File: config.mk
export PLATFORM = sky130hd
export DESIGN_NAME = tape_block_pulse_generator
export DESIGN_NICKNAME = d
export VERILOG_FILES = /design/src/tbpg_pkg.sv /design/src/tbpg_cfg.sv /design/src/tbpg_ingress.sv /design/src/tbpg_engine.sv /design/src/tape_block_pulse_generator.sv
export SDC_FILE = /design/constraint.sdc
export NUM_CORES = 2
export LEC_CHECK = 0
export ABC_AREA = 0
export BUFFER_PORTS_ARGS = -buffer_cell sky130_fd_sc_hd__buf_4
export CORE_MARGIN = 1.5
export CORE_UTILIZATION = 56
export DETAILED_ROUTE_END_ITERATION = 12
export MAX_ROUTING_LAYER = met4
export PLACE_DENSITY = 0.8
export SETUP_SLACK_MARGIN = 0.2
export SYNTH_ARGS = -nofsm -noshare
export SYNTH_HDL_FRONTEND = slang
export SYNTH_SLANG_ARGS = --single-unit
export TNS_END_PERCENT = 5
File: constraint.sdc
create_clock -name aclk -period 16.7 [get_ports aclk]
set_input_delay 2.505 -clock aclk [delete_from_list [all_inputs] [get_ports aclk]]
set_output_delay 2.505 -clock aclk [all_outputs]
set_load 0.02 [all_outputs]
File: src/tbpg_pkg.sv
package tbpg_pkg;

    localparam int T_W        = 16;
    localparam int SAMP_W     = 10;
    localparam int PAUSE_W    = 22;
    localparam int CFG_IDX_W  = 4;
    localparam int CFG_DATA_W = 16;

    // one sample is 95 T-states; a pulse rounds (t + 36) / 95
    localparam int T_ROUND      = 36;
    localparam int T_PER_SAMPLE = 95;
    localparam int MS_SAMPLES   = (3500 + T_ROUND) / T_PER_SAMPLE;

    // reciprocal of 95, exact for every dividend t + 36 with a 16-bit t
    localparam int RECIP_SHIFT = 23;
    localparam int RECIP       = (2 ** RECIP_SHIFT + T_PER_SAMPLE - 1) / T_PER_SAMPLE;

    localparam logic [3:0] BYTE_BITS = 4'd8;

    // register reset values
    localparam logic [T_W-1:0] PILOT_T_RST     = 16'd2168;
    localparam logic [T_W-1:0] SYNC_FIRST_RST  = 16'd667;
    localparam logic [T_W-1:0] SYNC_SECOND_RST = 16'd735;
    localparam logic [T_W-1:0] ZERO_BIT_RST    = 16'd855;
    localparam logic [T_W-1:0] ONE_BIT_RST     = 16'd1710;
    localparam logic [T_W-1:0] PILOT_COUNT_RST = 16'd8064;
    localparam logic [3:0]     LAST_BITS_RST   = 4'd8;
    localparam logic [T_W-1:0] PAUSE_MS_RST    = 16'd1000;

    // register indexes
    localparam logic [CFG_IDX_W-1:0] REG_PILOT_T     = 4'd0;
    localparam logic [CFG_IDX_W-1:0] REG_SYNC_FIRST  = 4'd1;
    localparam logic [CFG_IDX_W-1:0] REG_SYNC_SECOND = 4'd2;
    localparam logic [CFG_IDX_W-1:0] REG_ZERO_BIT    = 4'd3;
    localparam logic [CFG_IDX_W-1:0] REG_ONE_BIT     = 4'd4;
    localparam logic [CFG_IDX_W-1:0] REG_PILOT_COUNT = 4'd5;
    localparam logic [CFG_IDX_W-1:0] REG_LAST_BITS   = 4'd6;
    localparam logic [CFG_IDX_W-1:0] REG_PAUSE_MS    = 4'd7;

    // request commands
    localparam logic [1:0] CMD_START = 2'd0;
    localparam logic [1:0] CMD_DATA  = 2'd1;
    localparam logic [1:0] CMD_PULSE = 2'd2;
    localparam logic [1:0] CMD_TICK  = 2'd3;

    // block kinds
    localparam logic [2:0] KIND_STANDARD = 3'd0;
    localparam logic [2:0] KIND_TONE     = 3'd1;
    localparam logic [2:0] KIND_DATA     = 3'd2;
    localparam logic [2:0] KIND_PULSES   = 3'd3;
    localparam logic [2:0] KIND_PAUSE    = 3'd4;

    // generator phases
    localparam logic [2:0] PH_IDLE   = 3'd0;
    localparam logic [2:0] PH_TONE   = 3'd1;
    localparam logic [2:0] PH_PILOT  = 3'd2;
    localparam logic [2:0] PH_SYNC   = 3'd3;
    localparam logic [2:0] PH_DATA   = 3'd4;
    localparam logic [2:0] PH_TRAIL  = 3'd5;
    localparam logic [2:0] PH_PAUSE  = 3'd6;
    localparam logic [2:0] PH_PULSES = 3'd7;

    // pulse lengths are kept as sample counts
    typedef struct packed {
        logic [SAMP_W-1:0]  pilot_n;
        logic [SAMP_W-1:0]  sync1_n;
        logic [SAMP_W-1:0]  sync2_n;
        logic [SAMP_W-1:0]  zero_n;
        logic [SAMP_W-1:0]  one_n;
        logic [T_W-1:0]     pilot_count;
        logic [3:0]         last_byte_bits;
        logic [T_W-1:0]     pause_ms;
        logic [PAUSE_W-1:0] pause_samples;
    } cfg_t;

    typedef struct packed {
        logic [1:0]        cmd;
        logic [2:0]        block_kind;
        logic [7:0]        data_byte;
        logic              last_byte;
        logic [SAMP_W-1:0] pulse_n;
    } item_t;

    function automatic logic [SAMP_W-1:0] samples_of(input logic [T_W-1:0] t);
        logic [T_W:0]       x;
        logic [2*T_W+1:0]   p;
        x = {1'b0, t} + (T_W + 1)'(T_ROUND);
        p = {(T_W + 1)'(0), x} * (2 * T_W + 2)'(RECIP);
        return p[RECIP_SHIFT +: SAMP_W];
    endfunction

    function automatic logic [PAUSE_W-1:0] pause_samples_of(input logic [T_W-1:0] ms);
        logic [PAUSE_W-1:0] x;
        x = PAUSE_W'(ms);
        return x * PAUSE_W'(MS_SAMPLES);
    endfunction

endpackage

File: src/tbpg_cfg.sv
module tbpg_cfg (
    input  logic                                aclk,
    input  logic                                aresetn,
    input  logic                                cfg_wr_en,
    input  logic [tbpg_pkg::CFG_IDX_W-1:0]      cfg_index,
    input  logic [tbpg_pkg::CFG_DATA_W-1:0]     cfg_wdata,
    output tbpg_pkg::cfg_t                      cfg
);

    tbpg_pkg::cfg_t                      cfg_reg;
    logic [tbpg_pkg::SAMP_W-1:0]         wr_samples;
    logic [tbpg_pkg::PAUSE_W-1:0]        wr_pause;

    // convert T-states to samples once, at write time
    assign wr_samples = tbpg_pkg::samples_of(cfg_wdata);
    assign wr_pause   = tbpg_pkg::pause_samples_of(cfg_wdata);

    always_ff @(posedge aclk) begin
        if (!aresetn) begin
            cfg_reg.pilot_n        <= tbpg_pkg::samples_of(tbpg_pkg::PILOT_T_RST);
            cfg_reg.sync1_n        <= tbpg_pkg::samples_of(tbpg_pkg::SYNC_FIRST_RST);
            cfg_reg.sync2_n        <= tbpg_pkg::samples_of(tbpg_pkg::SYNC_SECOND_RST);
            cfg_reg.zero_n         <= tbpg_pkg::samples_of(tbpg_pkg::ZERO_BIT_RST);
            cfg_reg.one_n          <= tbpg_pkg::samples_of(tbpg_pkg::ONE_BIT_RST);
            cfg_reg.pilot_count    <= tbpg_pkg::PILOT_COUNT_RST;
            cfg_reg.last_byte_bits <= tbpg_pkg::LAST_BITS_RST;
            cfg_reg.pause_ms       <= tbpg_pkg::PAUSE_MS_RST;
            cfg_reg.pause_samples  <= tbpg_pkg::pause_samples_of(tbpg_pkg::PAUSE_MS_RST);
        end else if (cfg_wr_en) begin
            unique case (cfg_index)
                tbpg_pkg::REG_PILOT_T:     cfg_reg.pilot_n <= wr_samples;
                tbpg_pkg::REG_SYNC_FIRST:  cfg_reg.sync1_n <= wr_samples;
                tbpg_pkg::REG_SYNC_SECOND: cfg_reg.sync2_n <= wr_samples;
                tbpg_pkg::REG_ZERO_BIT:    cfg_reg.zero_n  <= wr_samples;
                tbpg_pkg::REG_ONE_BIT:     cfg_reg.one_n   <= wr_samples;
                tbpg_pkg::REG_PILOT_COUNT: cfg_reg.pilot_count <= cfg_wdata;
                tbpg_pkg::REG_LAST_BITS:   cfg_reg.last_byte_bits <= cfg_wdata[3:0];
                tbpg_pkg::REG_PAUSE_MS: begin
                    cfg_reg.pause_ms      <= cfg_wdata;
                    cfg_reg.pause_samples <= wr_pause;
                end
                default: begin
                end
            endcase
        end
    end

    assign cfg = cfg_reg;

endmodule

File: src/tbpg_ingress.sv
module tbpg_ingress (
    input  logic                        aclk,
    input  logic                        aresetn,
    input  logic                        s_valid,
    output logic                        s_ready,
    input  logic [1:0]                  s_cmd,
    input  logic [2:0]                  s_block_kind,
    input  logic [7:0]                  s_data_byte,
    input  logic                        s_last_byte,
    input  logic [tbpg_pkg::T_W-1:0]    s_pulse_t,
    input  logic                        advance,
    output logic                        item_valid,
    output tbpg_pkg::item_t             item
);

    logic            valid_reg;
    tbpg_pkg::item_t item_reg;
    logic            take;

    assign s_ready = !valid_reg || advance;
    assign take    = s_valid && s_ready;

    always_ff @(posedge aclk) begin
        if (!aresetn) begin
            valid_reg <= 1'b0;
        end else if (take) begin
            valid_reg <= 1'b1;
        end else if (advance) begin
            valid_reg <= 1'b0;
        end
    end

    // pulse length is turned into samples before it is registered
    always_ff @(posedge aclk) begin
        if (take) begin
            item_reg.cmd        <= s_cmd;
            item_reg.block_kind <= s_block_kind;
            item_reg.data_byte  <= s_data_byte;
            item_reg.last_byte  <= s_last_byte;
            item_reg.pulse_n    <= tbpg_pkg::samples_of(s_pulse_t);
        end
    end

    assign item_valid = valid_reg;
    assign item       = item_reg;

endmodule

File: src/tbpg_engine.sv
module tbpg_engine (
    input  logic            aclk,
    input  logic            aresetn,
    input  tbpg_pkg::cfg_t  cfg,
    input  logic            item_valid,
    input  tbpg_pkg::item_t item,
    output logic            item_ready,
    output logic            m_valid,
    input  logic            m_ready,
    output logic            m_sample_valid,
    output logic            m_sample_level,
    output logic            m_need_input,
    output logic            m_block_done
);

    typedef struct packed {
        logic [2:0]                     phase;
        logic                           level;
        logic [tbpg_pkg::T_W-1:0]       pulses_left;
        logic [tbpg_pkg::SAMP_W-1:0]    samples_left;
        logic                           second_half;
        logic [7:0]                     shift_byte;
        logic [3:0]                     bits_left;
        logic                           byte_is_last;
        logic [tbpg_pkg::PAUSE_W-1:0]   pause_left;
    } st_t;

    st_t  state_reg;
    st_t  state_next;
    logic m_valid_reg;
    logic smp_valid;
    logic smp_level;
    logic need_input;
    logic fire;

    function automatic st_t enter_pause(input st_t s, input tbpg_pkg::cfg_t c);
        st_t r;
        r = s;
        if (c.pause_ms == '0) begin
            r.phase = tbpg_pkg::PH_IDLE;
        end else begin
            r.level      = 1'b0;
            r.pause_left = c.pause_samples;
            r.phase      = tbpg_pkg::PH_PAUSE;
        end
        return r;
    endfunction

    function automatic st_t enter_data(input st_t s);
        st_t r;
        r = s;
        r.phase        = tbpg_pkg::PH_DATA;
        r.bits_left    = '0;
        r.byte_is_last = 1'b0;
        r.second_half  = 1'b0;
        r.samples_left = '0;
        return r;
    endfunction

    function automatic st_t end_data(input st_t s, input tbpg_pkg::cfg_t c);
        st_t r;
        r = s;
        if (r.level && c.pause_ms != '0) begin
            r.phase       = tbpg_pkg::PH_TRAIL;
            r.second_half = 1'b0;
        end else begin
            r = enter_pause(r, c);
        end
        return r;
    endfunction

    // current pulse fully sent
    function automatic st_t pulse_done(input st_t s, input tbpg_pkg::cfg_t c);
        st_t r;
        r = s;
        case (r.phase)
            tbpg_pkg::PH_TONE, tbpg_pkg::PH_PILOT: begin
                r.level = !r.level;
                if (r.pulses_left != '0) r.pulses_left = r.pulses_left - 1'b1;
            end
            tbpg_pkg::PH_SYNC: begin
                r.level = !r.level;
                if (!r.second_half) r.second_half = 1'b1;
                else r = enter_data(r);
            end
            tbpg_pkg::PH_DATA: begin
                r.level = !r.level;
                if (!r.second_half) begin
                    r.second_half = 1'b1;
                end else begin
                    r.second_half = 1'b0;
                    r.shift_byte  = r.shift_byte << 1;
                    if (r.bits_left != '0) r.bits_left = r.bits_left - 1'b1;
                end
            end
            tbpg_pkg::PH_TRAIL: begin
                if (!r.second_half) begin
                    r.second_half = 1'b1;
                end else begin
                    r.second_half = 1'b0;
                    r = enter_pause(r, c);
                end
            end
            tbpg_pkg::PH_PULSES: begin
                r.level = !r.level;
                if (r.byte_is_last) r.phase = tbpg_pkg::PH_IDLE;
            end
            default: begin
            end
        endcase
        return r;
    endfunction

    // Walk the phases in block order until a pulse with samples is loaded,
    // input is awaited, or the block ends. Zero-length pulses are skipped
    // in closed form: a run of pilot pulses flips the level by its parity,
    // a skipped data bit flips it twice.
    function automatic st_t settle(input st_t s, input tbpg_pkg::cfg_t c);
        st_t        r;
        logic [3:0] k;
        logic       found;
        logic       bit_zero;
        r = s;
        k = '0;
        found = 1'b0;
        bit_zero = 1'b0;

        if (r.samples_left == '0 &&
            (r.phase == tbpg_pkg::PH_TONE || r.phase == tbpg_pkg::PH_PILOT)) begin
            if (r.pulses_left != '0 && c.pilot_n != '0) begin
                r.samples_left = c.pilot_n;
            end else begin
                r.level       = r.level ^ r.pulses_left[0];
                r.pulses_left = '0;
                if (r.phase == tbpg_pkg::PH_TONE) begin
                    r.phase = tbpg_pkg::PH_IDLE;
                end else begin
                    r.phase       = tbpg_pkg::PH_SYNC;
                    r.second_half = 1'b0;
                end
            end
        end

        if (r.samples_left == '0 && r.phase == tbpg_pkg::PH_SYNC && !r.second_half) begin
            if (c.sync1_n != '0) begin
                r.samples_left = c.sync1_n;
            end else begin
                r.level       = !r.level;
                r.second_half = 1'b1;
            end
        end
        if (r.samples_left == '0 && r.phase == tbpg_pkg::PH_SYNC && r.second_half) begin
            if (c.sync2_n != '0) begin
                r.samples_left = c.sync2_n;
            end else begin
                r.level = !r.level;
                r = enter_data(r);
            end
        end

        // second half of a bit still pending
        if (r.samples_left == '0 && r.phase == tbpg_pkg::PH_DATA &&
            r.bits_left != '0 && r.second_half) begin
            if ((r.shift_byte[7] ? c.one_n : c.zero_n) != '0) begin
                r.samples_left = r.shift_byte[7] ? c.one_n : c.zero_n;
            end else begin
                r.level       = !r.level;
                r.second_half = 1'b0;
                r.shift_byte  = r.shift_byte << 1;
                r.bits_left   = r.bits_left - 1'b1;
            end
        end

        // skip leading zero-length bits, then load the first audible one
        if (r.samples_left == '0 && r.phase == tbpg_pkg::PH_DATA &&
            (!r.second_half || r.bits_left == '0)) begin
            k = r.bits_left;
            for (int i = 0; i < 8; i++) begin
                bit_zero = r.shift_byte[3'(7 - i)] ? (c.one_n == '0) : (c.zero_n == '0);
                if (!found && 4'(i) < r.bits_left && !bit_zero) begin
                    k = 4'(i);
                    found = 1'b1;
                end
            end
            r.shift_byte = r.shift_byte << k;
            r.bits_left  = r.bits_left - k;
            if (r.bits_left != '0) begin
                r.samples_left = r.shift_byte[7] ? c.one_n : c.zero_n;
            end else if (r.byte_is_last) begin
                r = end_data(r, c);
            end
        end

        if (r.samples_left == '0 && r.phase == tbpg_pkg::PH_TRAIL && !r.second_half) begin
            if (c.zero_n != '0) r.samples_left = c.zero_n;
            else r.second_half = 1'b1;
        end
        if (r.samples_left == '0 && r.phase == tbpg_pkg::PH_TRAIL && r.second_half) begin
            if (c.one_n != '0) begin
                r.samples_left = c.one_n;
            end else begin
                r.second_half = 1'b0;
                r = enter_pause(r, c);
            end
        end

        if (r.samples_left == '0 && r.phase == tbpg_pkg::PH_PAUSE && r.pause_left == '0) begin
            r.phase = tbpg_pkg::PH_IDLE;
        end
        return r;
    endfunction

    always_comb begin
        state_next = state_reg;
        smp_valid  = 1'b0;
        smp_level  = 1'b0;
        case (item.cmd)
            tbpg_pkg::CMD_START: begin
                if (item.block_kind <= tbpg_pkg::KIND_PAUSE) begin
                    state_next.samples_left = '0;
                    state_next.second_half  = 1'b0;
                    state_next.bits_left    = '0;
                    state_next.byte_is_last = 1'b0;
                    state_next.pause_left   = '0;
                    state_next.pulses_left  = '0;
                    case (item.block_kind)
                        tbpg_pkg::KIND_STANDARD: begin
                            state_next.phase       = tbpg_pkg::PH_PILOT;
                            state_next.pulses_left = cfg.pilot_count;
                        end
                        tbpg_pkg::KIND_TONE: begin
                            state_next.phase       = tbpg_pkg::PH_TONE;
                            state_next.pulses_left = cfg.pilot_count;
                        end
                        tbpg_pkg::KIND_DATA:   state_next = enter_data(state_next);
                        tbpg_pkg::KIND_PULSES: state_next.phase = tbpg_pkg::PH_PULSES;
                        default:               state_next = enter_pause(state_next, cfg);
                    endcase
                    state_next = settle(state_next, cfg);
                end
            end
            tbpg_pkg::CMD_DATA: begin
                if (state_reg.phase == tbpg_pkg::PH_DATA && state_reg.samples_left == '0 &&
                    state_reg.bits_left == '0 && !state_reg.byte_is_last) begin
                    state_next.shift_byte   = item.data_byte;
                    state_next.byte_is_last = item.last_byte;
                    if (!item.last_byte) begin
                        state_next.bits_left = tbpg_pkg::BYTE_BITS;
                    end else if (cfg.last_byte_bits > tbpg_pkg::BYTE_BITS) begin
                        state_next.bits_left = tbpg_pkg::BYTE_BITS;
                    end else begin
                        state_next.bits_left = cfg.last_byte_bits;
                    end
                    state_next.second_half = 1'b0;
                    state_next = settle(state_next, cfg);
                end
            end
            tbpg_pkg::CMD_PULSE: begin
                if (state_reg.phase == tbpg_pkg::PH_PULSES && state_reg.samples_left == '0) begin
                    state_next.byte_is_last = item.last_byte;
                    if (item.pulse_n != '0) state_next.samples_left = item.pulse_n;
                    else state_next = pulse_done(state_next, cfg);
                    state_next = settle(state_next, cfg);
                end
            end
            tbpg_pkg::CMD_TICK: begin
                if (state_reg.samples_left != '0) begin
                    smp_valid = 1'b1;
                    smp_level = state_reg.level;
                    state_next.samples_left = state_reg.samples_left - 1'b1;
                    if (state_next.samples_left == '0) begin
                        state_next = pulse_done(state_next, cfg);
                        state_next = settle(state_next, cfg);
                    end
                end else if (state_reg.phase == tbpg_pkg::PH_PAUSE &&
                             state_reg.pause_left != '0) begin
                    smp_valid = 1'b1;
                    state_next.pause_left = state_reg.pause_left - 1'b1;
                    if (state_next.pause_left == '0) state_next.phase = tbpg_pkg::PH_IDLE;
                end
            end
        endcase
    end

    assign need_input =
        (state_next.phase == tbpg_pkg::PH_DATA && state_next.samples_left == '0 &&
         state_next.bits_left == '0 && !state_next.byte_is_last) ||
        (state_next.phase == tbpg_pkg::PH_PULSES && state_next.samples_left == '0);

    assign item_ready = !m_valid_reg || m_ready;
    assign fire       = item_valid && item_ready;

    always_ff @(posedge aclk) begin
        if (!aresetn) begin
            m_valid_reg            <= 1'b0;
            state_reg.phase        <= tbpg_pkg::PH_IDLE;
            state_reg.level        <= 1'b0;
            state_reg.pulses_left  <= '0;
            state_reg.samples_left <= '0;
            state_reg.second_half  <= 1'b0;
            state_reg.bits_left    <= '0;
            state_reg.byte_is_last <= 1'b0;
            state_reg.pause_left   <= '0;
        end else if (fire) begin
            m_valid_reg <= 1'b1;
            state_reg   <= state_next;
        end else if (m_ready) begin
            m_valid_reg <= 1'b0;
        end
    end

    always_ff @(posedge aclk) begin
        if (fire) begin
            m_sample_valid <= smp_valid;
            m_sample_level <= smp_level;
            m_need_input   <= need_input;
            m_block_done   <= (state_next.phase == tbpg_pkg::PH_IDLE);
        end
    end

    assign m_valid = m_valid_reg;

endmodule

File: src/tape_block_pulse_generator.sv
// Tape block pulse generator: plays tape blocks as a one-bit signal, one
// sample per tick request.
// Requests come in on s_valid/s_ready: s_cmd selects start block (with
// s_block_kind), data byte (s_data_byte, s_last_byte marks the final one),
// pulse length (s_pulse_t, s_last_byte marks the final pulse) or sample tick.
// Every request gives exactly one result on m_valid/m_ready: m_sample_valid
// and m_sample_level for a tick, m_need_input when the generator waits for
// a data byte or pulse length, m_block_done when no block is in progress.
// Block parameters are written on cfg_wr_en/cfg_index/cfg_wdata; the user must
// write them only while the block is idle, which the block does not enforce;
// pulse lengths are converted to samples as they are written. An accepted
// request waits in the request register, then its result in the result register.
// Throughput: one request per cycle while m_ready is high; the pacing path is
// the combinational state update (pulse sequencing and zero-length pulse skip)
// between the request register and the result register.
// Reset: idle, level low, no result pending; registers return to defaults.
// When m_ready is low the result holds and one more request is still taken
// into the request register; s_ready drops only when both are full.
module tape_block_pulse_generator (
    input  logic                                aclk,
    input  logic                                aresetn,
    input  logic                                cfg_wr_en,
    input  logic [tbpg_pkg::CFG_IDX_W-1:0]      cfg_index,
    input  logic [tbpg_pkg::CFG_DATA_W-1:0]     cfg_wdata,
    input  logic                                s_valid,
    output logic                                s_ready,
    input  logic [1:0]                          s_cmd,
    input  logic [2:0]                          s_block_kind,
    input  logic [7:0]                          s_data_byte,
    input  logic                                s_last_byte,
    input  logic [tbpg_pkg::T_W-1:0]            s_pulse_t,
    output logic                                m_valid,
    input  logic                                m_ready,
    output logic                                m_sample_valid,
    output logic                                m_sample_level,
    output logic                                m_need_input,
    output logic                                m_block_done
);

    tbpg_pkg::cfg_t  cfg;
    tbpg_pkg::item_t item;
    logic            item_valid;
    logic            item_ready;

    tbpg_cfg u_cfg (
        .aclk      (aclk),
        .aresetn   (aresetn),
        .cfg_wr_en (cfg_wr_en),
        .cfg_index (cfg_index),
        .cfg_wdata (cfg_wdata),
        .cfg       (cfg)
    );

    tbpg_ingress u_ingress (
        .aclk         (aclk),
        .aresetn      (aresetn),
        .s_valid      (s_valid),
        .s_ready      (s_ready),
        .s_cmd        (s_cmd),
        .s_block_kind (s_block_kind),
        .s_data_byte  (s_data_byte),
        .s_last_byte  (s_last_byte),
        .s_pulse_t    (s_pulse_t),
        .advance      (item_ready),
        .item_valid   (item_valid),
        .item         (item)
    );

    tbpg_engine u_engine (
        .aclk           (aclk),
        .aresetn        (aresetn),
        .cfg            (cfg),
        .item_valid     (item_valid),
        .item           (item),
        .item_ready     (item_ready),
        .m_valid        (m_valid),
        .m_ready        (m_ready),
        .m_sample_valid (m_sample_valid),
        .m_sample_level (m_sample_level),
        .m_need_input   (m_need_input),
        .m_block_done   (m_block_done)
    );

    // a high sample only comes out of a tick that produced one
    a_level_needs_sample: assert property (@(posedge aclk) disable iff (!aresetn)
        m_valid && m_sample_level |-> m_sample_valid)
        else $error("high level reported without a sample");

    // an idle generator never waits for input
    a_done_not_waiting: assert property (@(posedge aclk) disable iff (!aresetn)
        m_valid |-> !(m_need_input && m_block_done))
        else $error("block done while input is awaited");

    // reset empties the result stage
    a_reset_clears_result: assert property (@(posedge aclk)
        !aresetn |=> !m_valid)
        else $error("result pending right after reset");

    // with the request register empty, a request is always taken
    a_empty_takes_request: assert property (@(posedge aclk) disable iff (!aresetn)
        !item_valid |-> s_ready)
        else $error("request refused with empty request register");

endmodule
### Word-level counts from Yosys, hierarchy flattened

Index checks and enable logic that the tools add are counted.

* reductions and logical operators: 324
* equal/unequal tests: 51
* order comparisons: 34
* shift-type cells: 4
* bitwise gates (word level): 4
* add/subtract/negate cells: 14
* muxes and demuxes: 508
* $mul: 3
* div/mod/pow operators: 0

Operators by type and width (count)
* $mux W66: 47
* $mux W36: 13
* $mux W22: 19
* $mux W31: 13
* $mux W10: 39
* $mux W20: 19
* $logic_not A10 Y1: 36
* $mux W23: 13
* $mux W11: 26
* $pmux W66 S4: 1
* $mux W1: 209
* $mux W4: 48
* $mux W27: 6
* $logic_and A1 B1 Y1: 143
* $mux W30: 4
* $mux W16: 7
* $logic_not A22 Y1: 5
* $reduce_bool A10 Y1: 11
* $pmux W16 S3: 2
* $mux W46: 2
* $pmux W23 S2: 2
* $reduce_bool A16 Y1: 5
* $pmux W13 S3: 2
* $logic_not A1 Y1: 74
* other kinds (48): 196

* ROM bits: 0
* memories: 0
* input bits: 55
* memory bits (writable): 0
* word-level logic and storage cells: 971
* bits in registers: 204
* output and inout port bits: 6
* bits in latches: 0

### Logic depth before layout (Yosys ltp)

* word-level depth: 132
* gate-level depth with buffers: 49
* gate-level depth less buffers: 42

### By module

A second synthesis with hierarchy kept.

* cell total of the unflattened synthesis: 4157
* area, all modules: 31949.4 µm²

By module, submodules not included
* tbpg_engine: seq. area each 1541.5 µm², times used 1, area each 14626.5 µm², cells an instance 2243
* tbpg_cfg: seq. area each 2122.0 µm², times used 1, area each 10945.5 µm², cells an instance 1274
* tbpg_ingress: seq. area each 740.7 µm², times used 1, area each 6377.4 µm², cells an instance 640

### Worst setup path before layout

OpenSTA, ideal clock, no wires.

* path kind: register -> register
* start point: register u_engine.state_reg[46] in the netlist's numbering
* end point: register u_engine.m_need_input (data pin)
* arrival: 10008 ps
* path buffers: 6
* data required time: 16550 ps
* stages on the path, launching flop included: 45
* setup time: 150 ps
* clock period less this slack: 10158 ps
* setup slack: 6542 ps
* cell sequence: dfxtp_1 > clkbuf_1 > inv_1 > ha_1 > or4b_1 > buf_2 > nor2_2 > a21oi_2 > mux2i_1 > or4b_1 > o32ai_2 > a221oi_1 > o211a_1 > buf_6 > a21oi_1 > inv_1 > ha_1 > inv_1 > [... 9 more ...] > inv_1 > ha_1 > inv_1 > fa_1 > nor3b_1 > nand4_2 > o31ai_2 > or3b_1 > clkbuf_1 > or2_0 > nand4bb_1 > or2_1 > o211a_1 > o311ai_1 > nand3_1 > a211o_1 > and3_1 > nor3_2

* longest elaborated chain between the ends: 131
* elaborated cells on any way between the ends: 578
* those cells by class: 7 x add/sub; 24 x order compare; 14 x eq/ne; 3 x shift; 331 x mux; 3 x bitwise; 196 x reduce/logical

RTL lines
* start: declaration: line tbpg_engine.sv:28 `st_t state_reg;`
* start signal: assignment: line tbpg_engine.sv:306 `state_reg <= state_next;`
* parallel branches: the longest is 125 deep, another holds $sub A16 B1 Y16
* $pmux W66 S4 (*): line tbpg_engine.sv:217 `case (item.cmd)`
* $eq A3 B3 Y1: line tbpg_engine.sv:286 `(state_next.phase == tbpg_pkg::PH_DATA && state_next.samples_left == '0 &&`
* $logic_and A1 B1 Y1 (2 in a row): line tbpg_engine.sv:286
* $logic_and A1 B1 Y1: line tbpg_engine.sv:287 `state_next.bits_left == '0 && !state_next.byte_is_last) ||`
* $logic_or A1 B1 Y1 (*): line tbpg_engine.sv:287
* via u_engine.need_input: line tbpg_engine.sv:33 `logic need_input;`
* end signal: assignment: line tbpg_engine.sv:316 `m_need_input <= need_input;`
* end: declaration: line tbpg_engine.sv:12 `output logic m_need_input,`

Mark *: on every way through the listed nets, which the timed path passes. The select of a mux whose other input is x is not followed.
A chain may end at the register's enable or synchronous reset.

### Worst setup path after layout

Same ends and word-level chain as after synthesis.

==> qor.yml <==
cells_and_area:
  syn_to_final_growth_pct: 6.207
  nets: 4596
  largest_reg_flops: 106
  final_cell_mix: "452 x inv_1, 400 x nand2_1, 340 x ha_1"
  drive_above_1_share_pct: 7.382
  final_common_cell: "inv_1"
  final.fill_count: 4993
  final_cells: 4748
floorplanning:
  die_area_sq_um: 57760
  core-area_sq_um: 55420
  io_pins: 61
  start_util_pct: 56.92
  num_rows: 86
  die_w_um: 240.3
  fp.dieH_um: 240.3
power_and_ir_drop:
  swShare_pct: 49.34
  p_comb_share_pct: 71.6
  switchingPower_w: 0.002069
  p_total_w: 0.004194
  p_leak_nw: 14.80
  pwr_density_cell_nw_per_um2: 125.2
  p_int_w: 0.002125
  peakVddDrop_v: 0.0001763
  p_seq_share_pct: 14.7
  clockPowerShare_pct: 13.7
clock_network:
  clkLatencyLatePin_ns: 0.61
  cts_root_buf: "clkbuf_16"
  cts_setup_buffers: 0
  htreeDepth: 1
  cts.path.max_buffers: 3
  holdBufCountCts: 0
  clk_pin_slew_ns: 0.06
  clock-sinks: 202
  cts_made_buffers: 25
  cts_resized: 0
  cts_tree: "done"
yosys:
  ys_ff_latch: 202
  synth_cell_type_count: 122
  avgSynthCellArea_sq_um: 7.828
  yosysSeqAreaShare_pct: 13.96
  syn_nets: 4648
  synth-main-ff-cell: "dfxtp_1"
  syn_area_sq_um: 31550
  ys_async_sr_fraction_pct: 0
  synth_edf_count: 36
  ys_warn_count: 0
  postSynthCellCount: 4030
flow_run:
  max-cap-violations: 0
sta:
  fin_ws_ns: 2.592
  fmax_ghz: 0.07088
  clock-skew-final_ns: 0.04334
  hold_viol: 0
  setup_tns_ns: 0
  fin_crit_ns: 14.11
  relSlewSlack_pct: 15.52
  fin_crit_sh_pct: 84.48
  setup_viol: 0
  finalMaxSlewViolations: 0
  hold-worst-slack_ns: 0.4565
  grt_setup_unrepaired: "no"
  worst_pin_slew_ns: 1.256
worst_setup_path:
  path_common_cell: "inv_1"
  required_ns: 17.11
  crit_path_start_kind: "register"
  end_kind: "register"
  critPathKind: "reg -> reg"
  worstPathMaxFanout: 18
  slowest_stage: "o311ai_1"
  arrival_ns: 14.52
  cpPeakStageDelay_ns: 0.90
  reg2reg_slack_ns: 2.59
global_routing:
  met1_usage_pct: 56.48
  met2_usage_pct: 65.75
  overflow: 0
  grt.busiest_layer: "met2"
  grt_antenna_before_repair: 2
  grt_max_degree: 79
  grt_pass1_wl_mm: 187.5
  first_global_vias: 30246
  met3_usage_pct: 8.645
  gr-usage-all-layers_pct: 44.25
detailed_routing:
  wl_per_cell_um: 26.35
  drt_iter0_markers: 3767
  routed_wl_mm: 125.1
  vias: 31979
  dr.pass1.iters: 10
  viasPerCell: 6.735
  antenna_left: 0
  drc: 0
placed_design:
  port_buffers: 60
  dp_cells: 4699
  gp_congestion: 1.119
  hpwlAfterDp_mm: 99.15
  dp_worst_setup_slack_ns: 3.494
outcome:
  status: "complete, no violations"
hold_path:
  worstHoldPathType: "reg -> reg"
[worst paths after layout]
check,startpoint,end,depth (start not counted)
max reg2reg,u_engine.state_reg[46],u_engine.m_need_input,39
min reg2reg,u_cfg.cfg[33],u_cfg.cfg[33],2
max,u_engine.state_reg[46],u_engine.m_need_input,39
min,u_cfg.cfg[33],u_cfg.cfg[33],2
[Yosys cell counts, drive strengths merged (23+ instances only)]
library cell	count	share of area, %
or2	24	0.48
and2	23	0.46
o31ai	30	0.73
o211ai	55	1.3
a2111oi	25	0.85
fa	223	14
nor2	290	3.5
a21oi	302	4.8
inv	453	5.4
a211oi	56	1.4
nor4	54	1.3
nand4	37	0.77
ha	340	13
a31oi	36	0.71
nand2b	36	0.71
xnor2	88	2.4
a221oi	44	1.3
or3	44	0.90
and3	35	0.69
buf	44	0.78
clkbuf	162	1.9
nand3	123	2.0
dfxtp	166	11
edfxtp	36	3.4
o21ai	229	3.7
nand2	404	4.8
o221ai	30	0.85
xor2	36	1.0
mux2i	90	2.9
a21o	61	1.5
nor3	127	2.2
[kinds of logic after synthesis]
| family | share of synthesized area (%) |
|---|---|
| buffers and inverters | 8.119 |
| and+or+nand+nor | 20.36 |
| AOI/OAI and AO/OA | 22.88 |
| DFF | 13.96 |
| xor gates and xnor gates | 3.467 |
| adders and majority gates | 27.67 |
| muxes | 3.546 |
[cell type report]
cell class,count,area (sq um),area share (%)
diodes,4,10.01,0.02988
clock buffers,31,700.7,2.091
clock inverters,14,141.4,0.4220
inverters,455,1709,5.101
multi-input cells,3167,24650,73.57
flip-flops and latches,202,4404,13.15
well taps,748,935.9,2.793
repair buffers,127,953.4,2.846
[critical path: cells and delay by family (launching register included)]
family                     cells  cell delay, ns
AOI/OAI and AO/OA             12            4.58
adders and majority gates      4            1.35
buffers and inverters          6            1.06
DFF                            1            0.40
muxes                          1            0.26
and+or+nand+nor               16            6.26
[metrics by stage]
| stage | util (%) | cell area (sq um) |
|---|---|---|
| after global placement | 58.92 | 32650 |
| after floorplan | - | 31550 |
| final | 60.46 | 33500 |
| after global routing | 60.45 | 33500 |
| after detailed placement | 58.92 | 32650 |
| after CTS | 60.44 | 33490 |
[power groups by stage]
stage	combinational (W)	clock, W	sequential, W
after floorplan	0.00210	0	0.000583
after global placement	0.00284	0	0.000622
after detailed placement	0.00292	0	0.000621
after CTS	0.00298	0.000577	0.000610
after global routing	0.00339	0.000592	0.000615
final	0.00300	0.000575	0.000615
[metal layers]
metal	wire, um	up-vias	part of all wire [%]
met2	53760	1911	43
met5	0	-	0
met1	50150	15247	40
met4	8604	0	6.9
li1	-	14330	-
met3	12600	491	10
No activity file was read; power rests on OpenSTA's default activity.
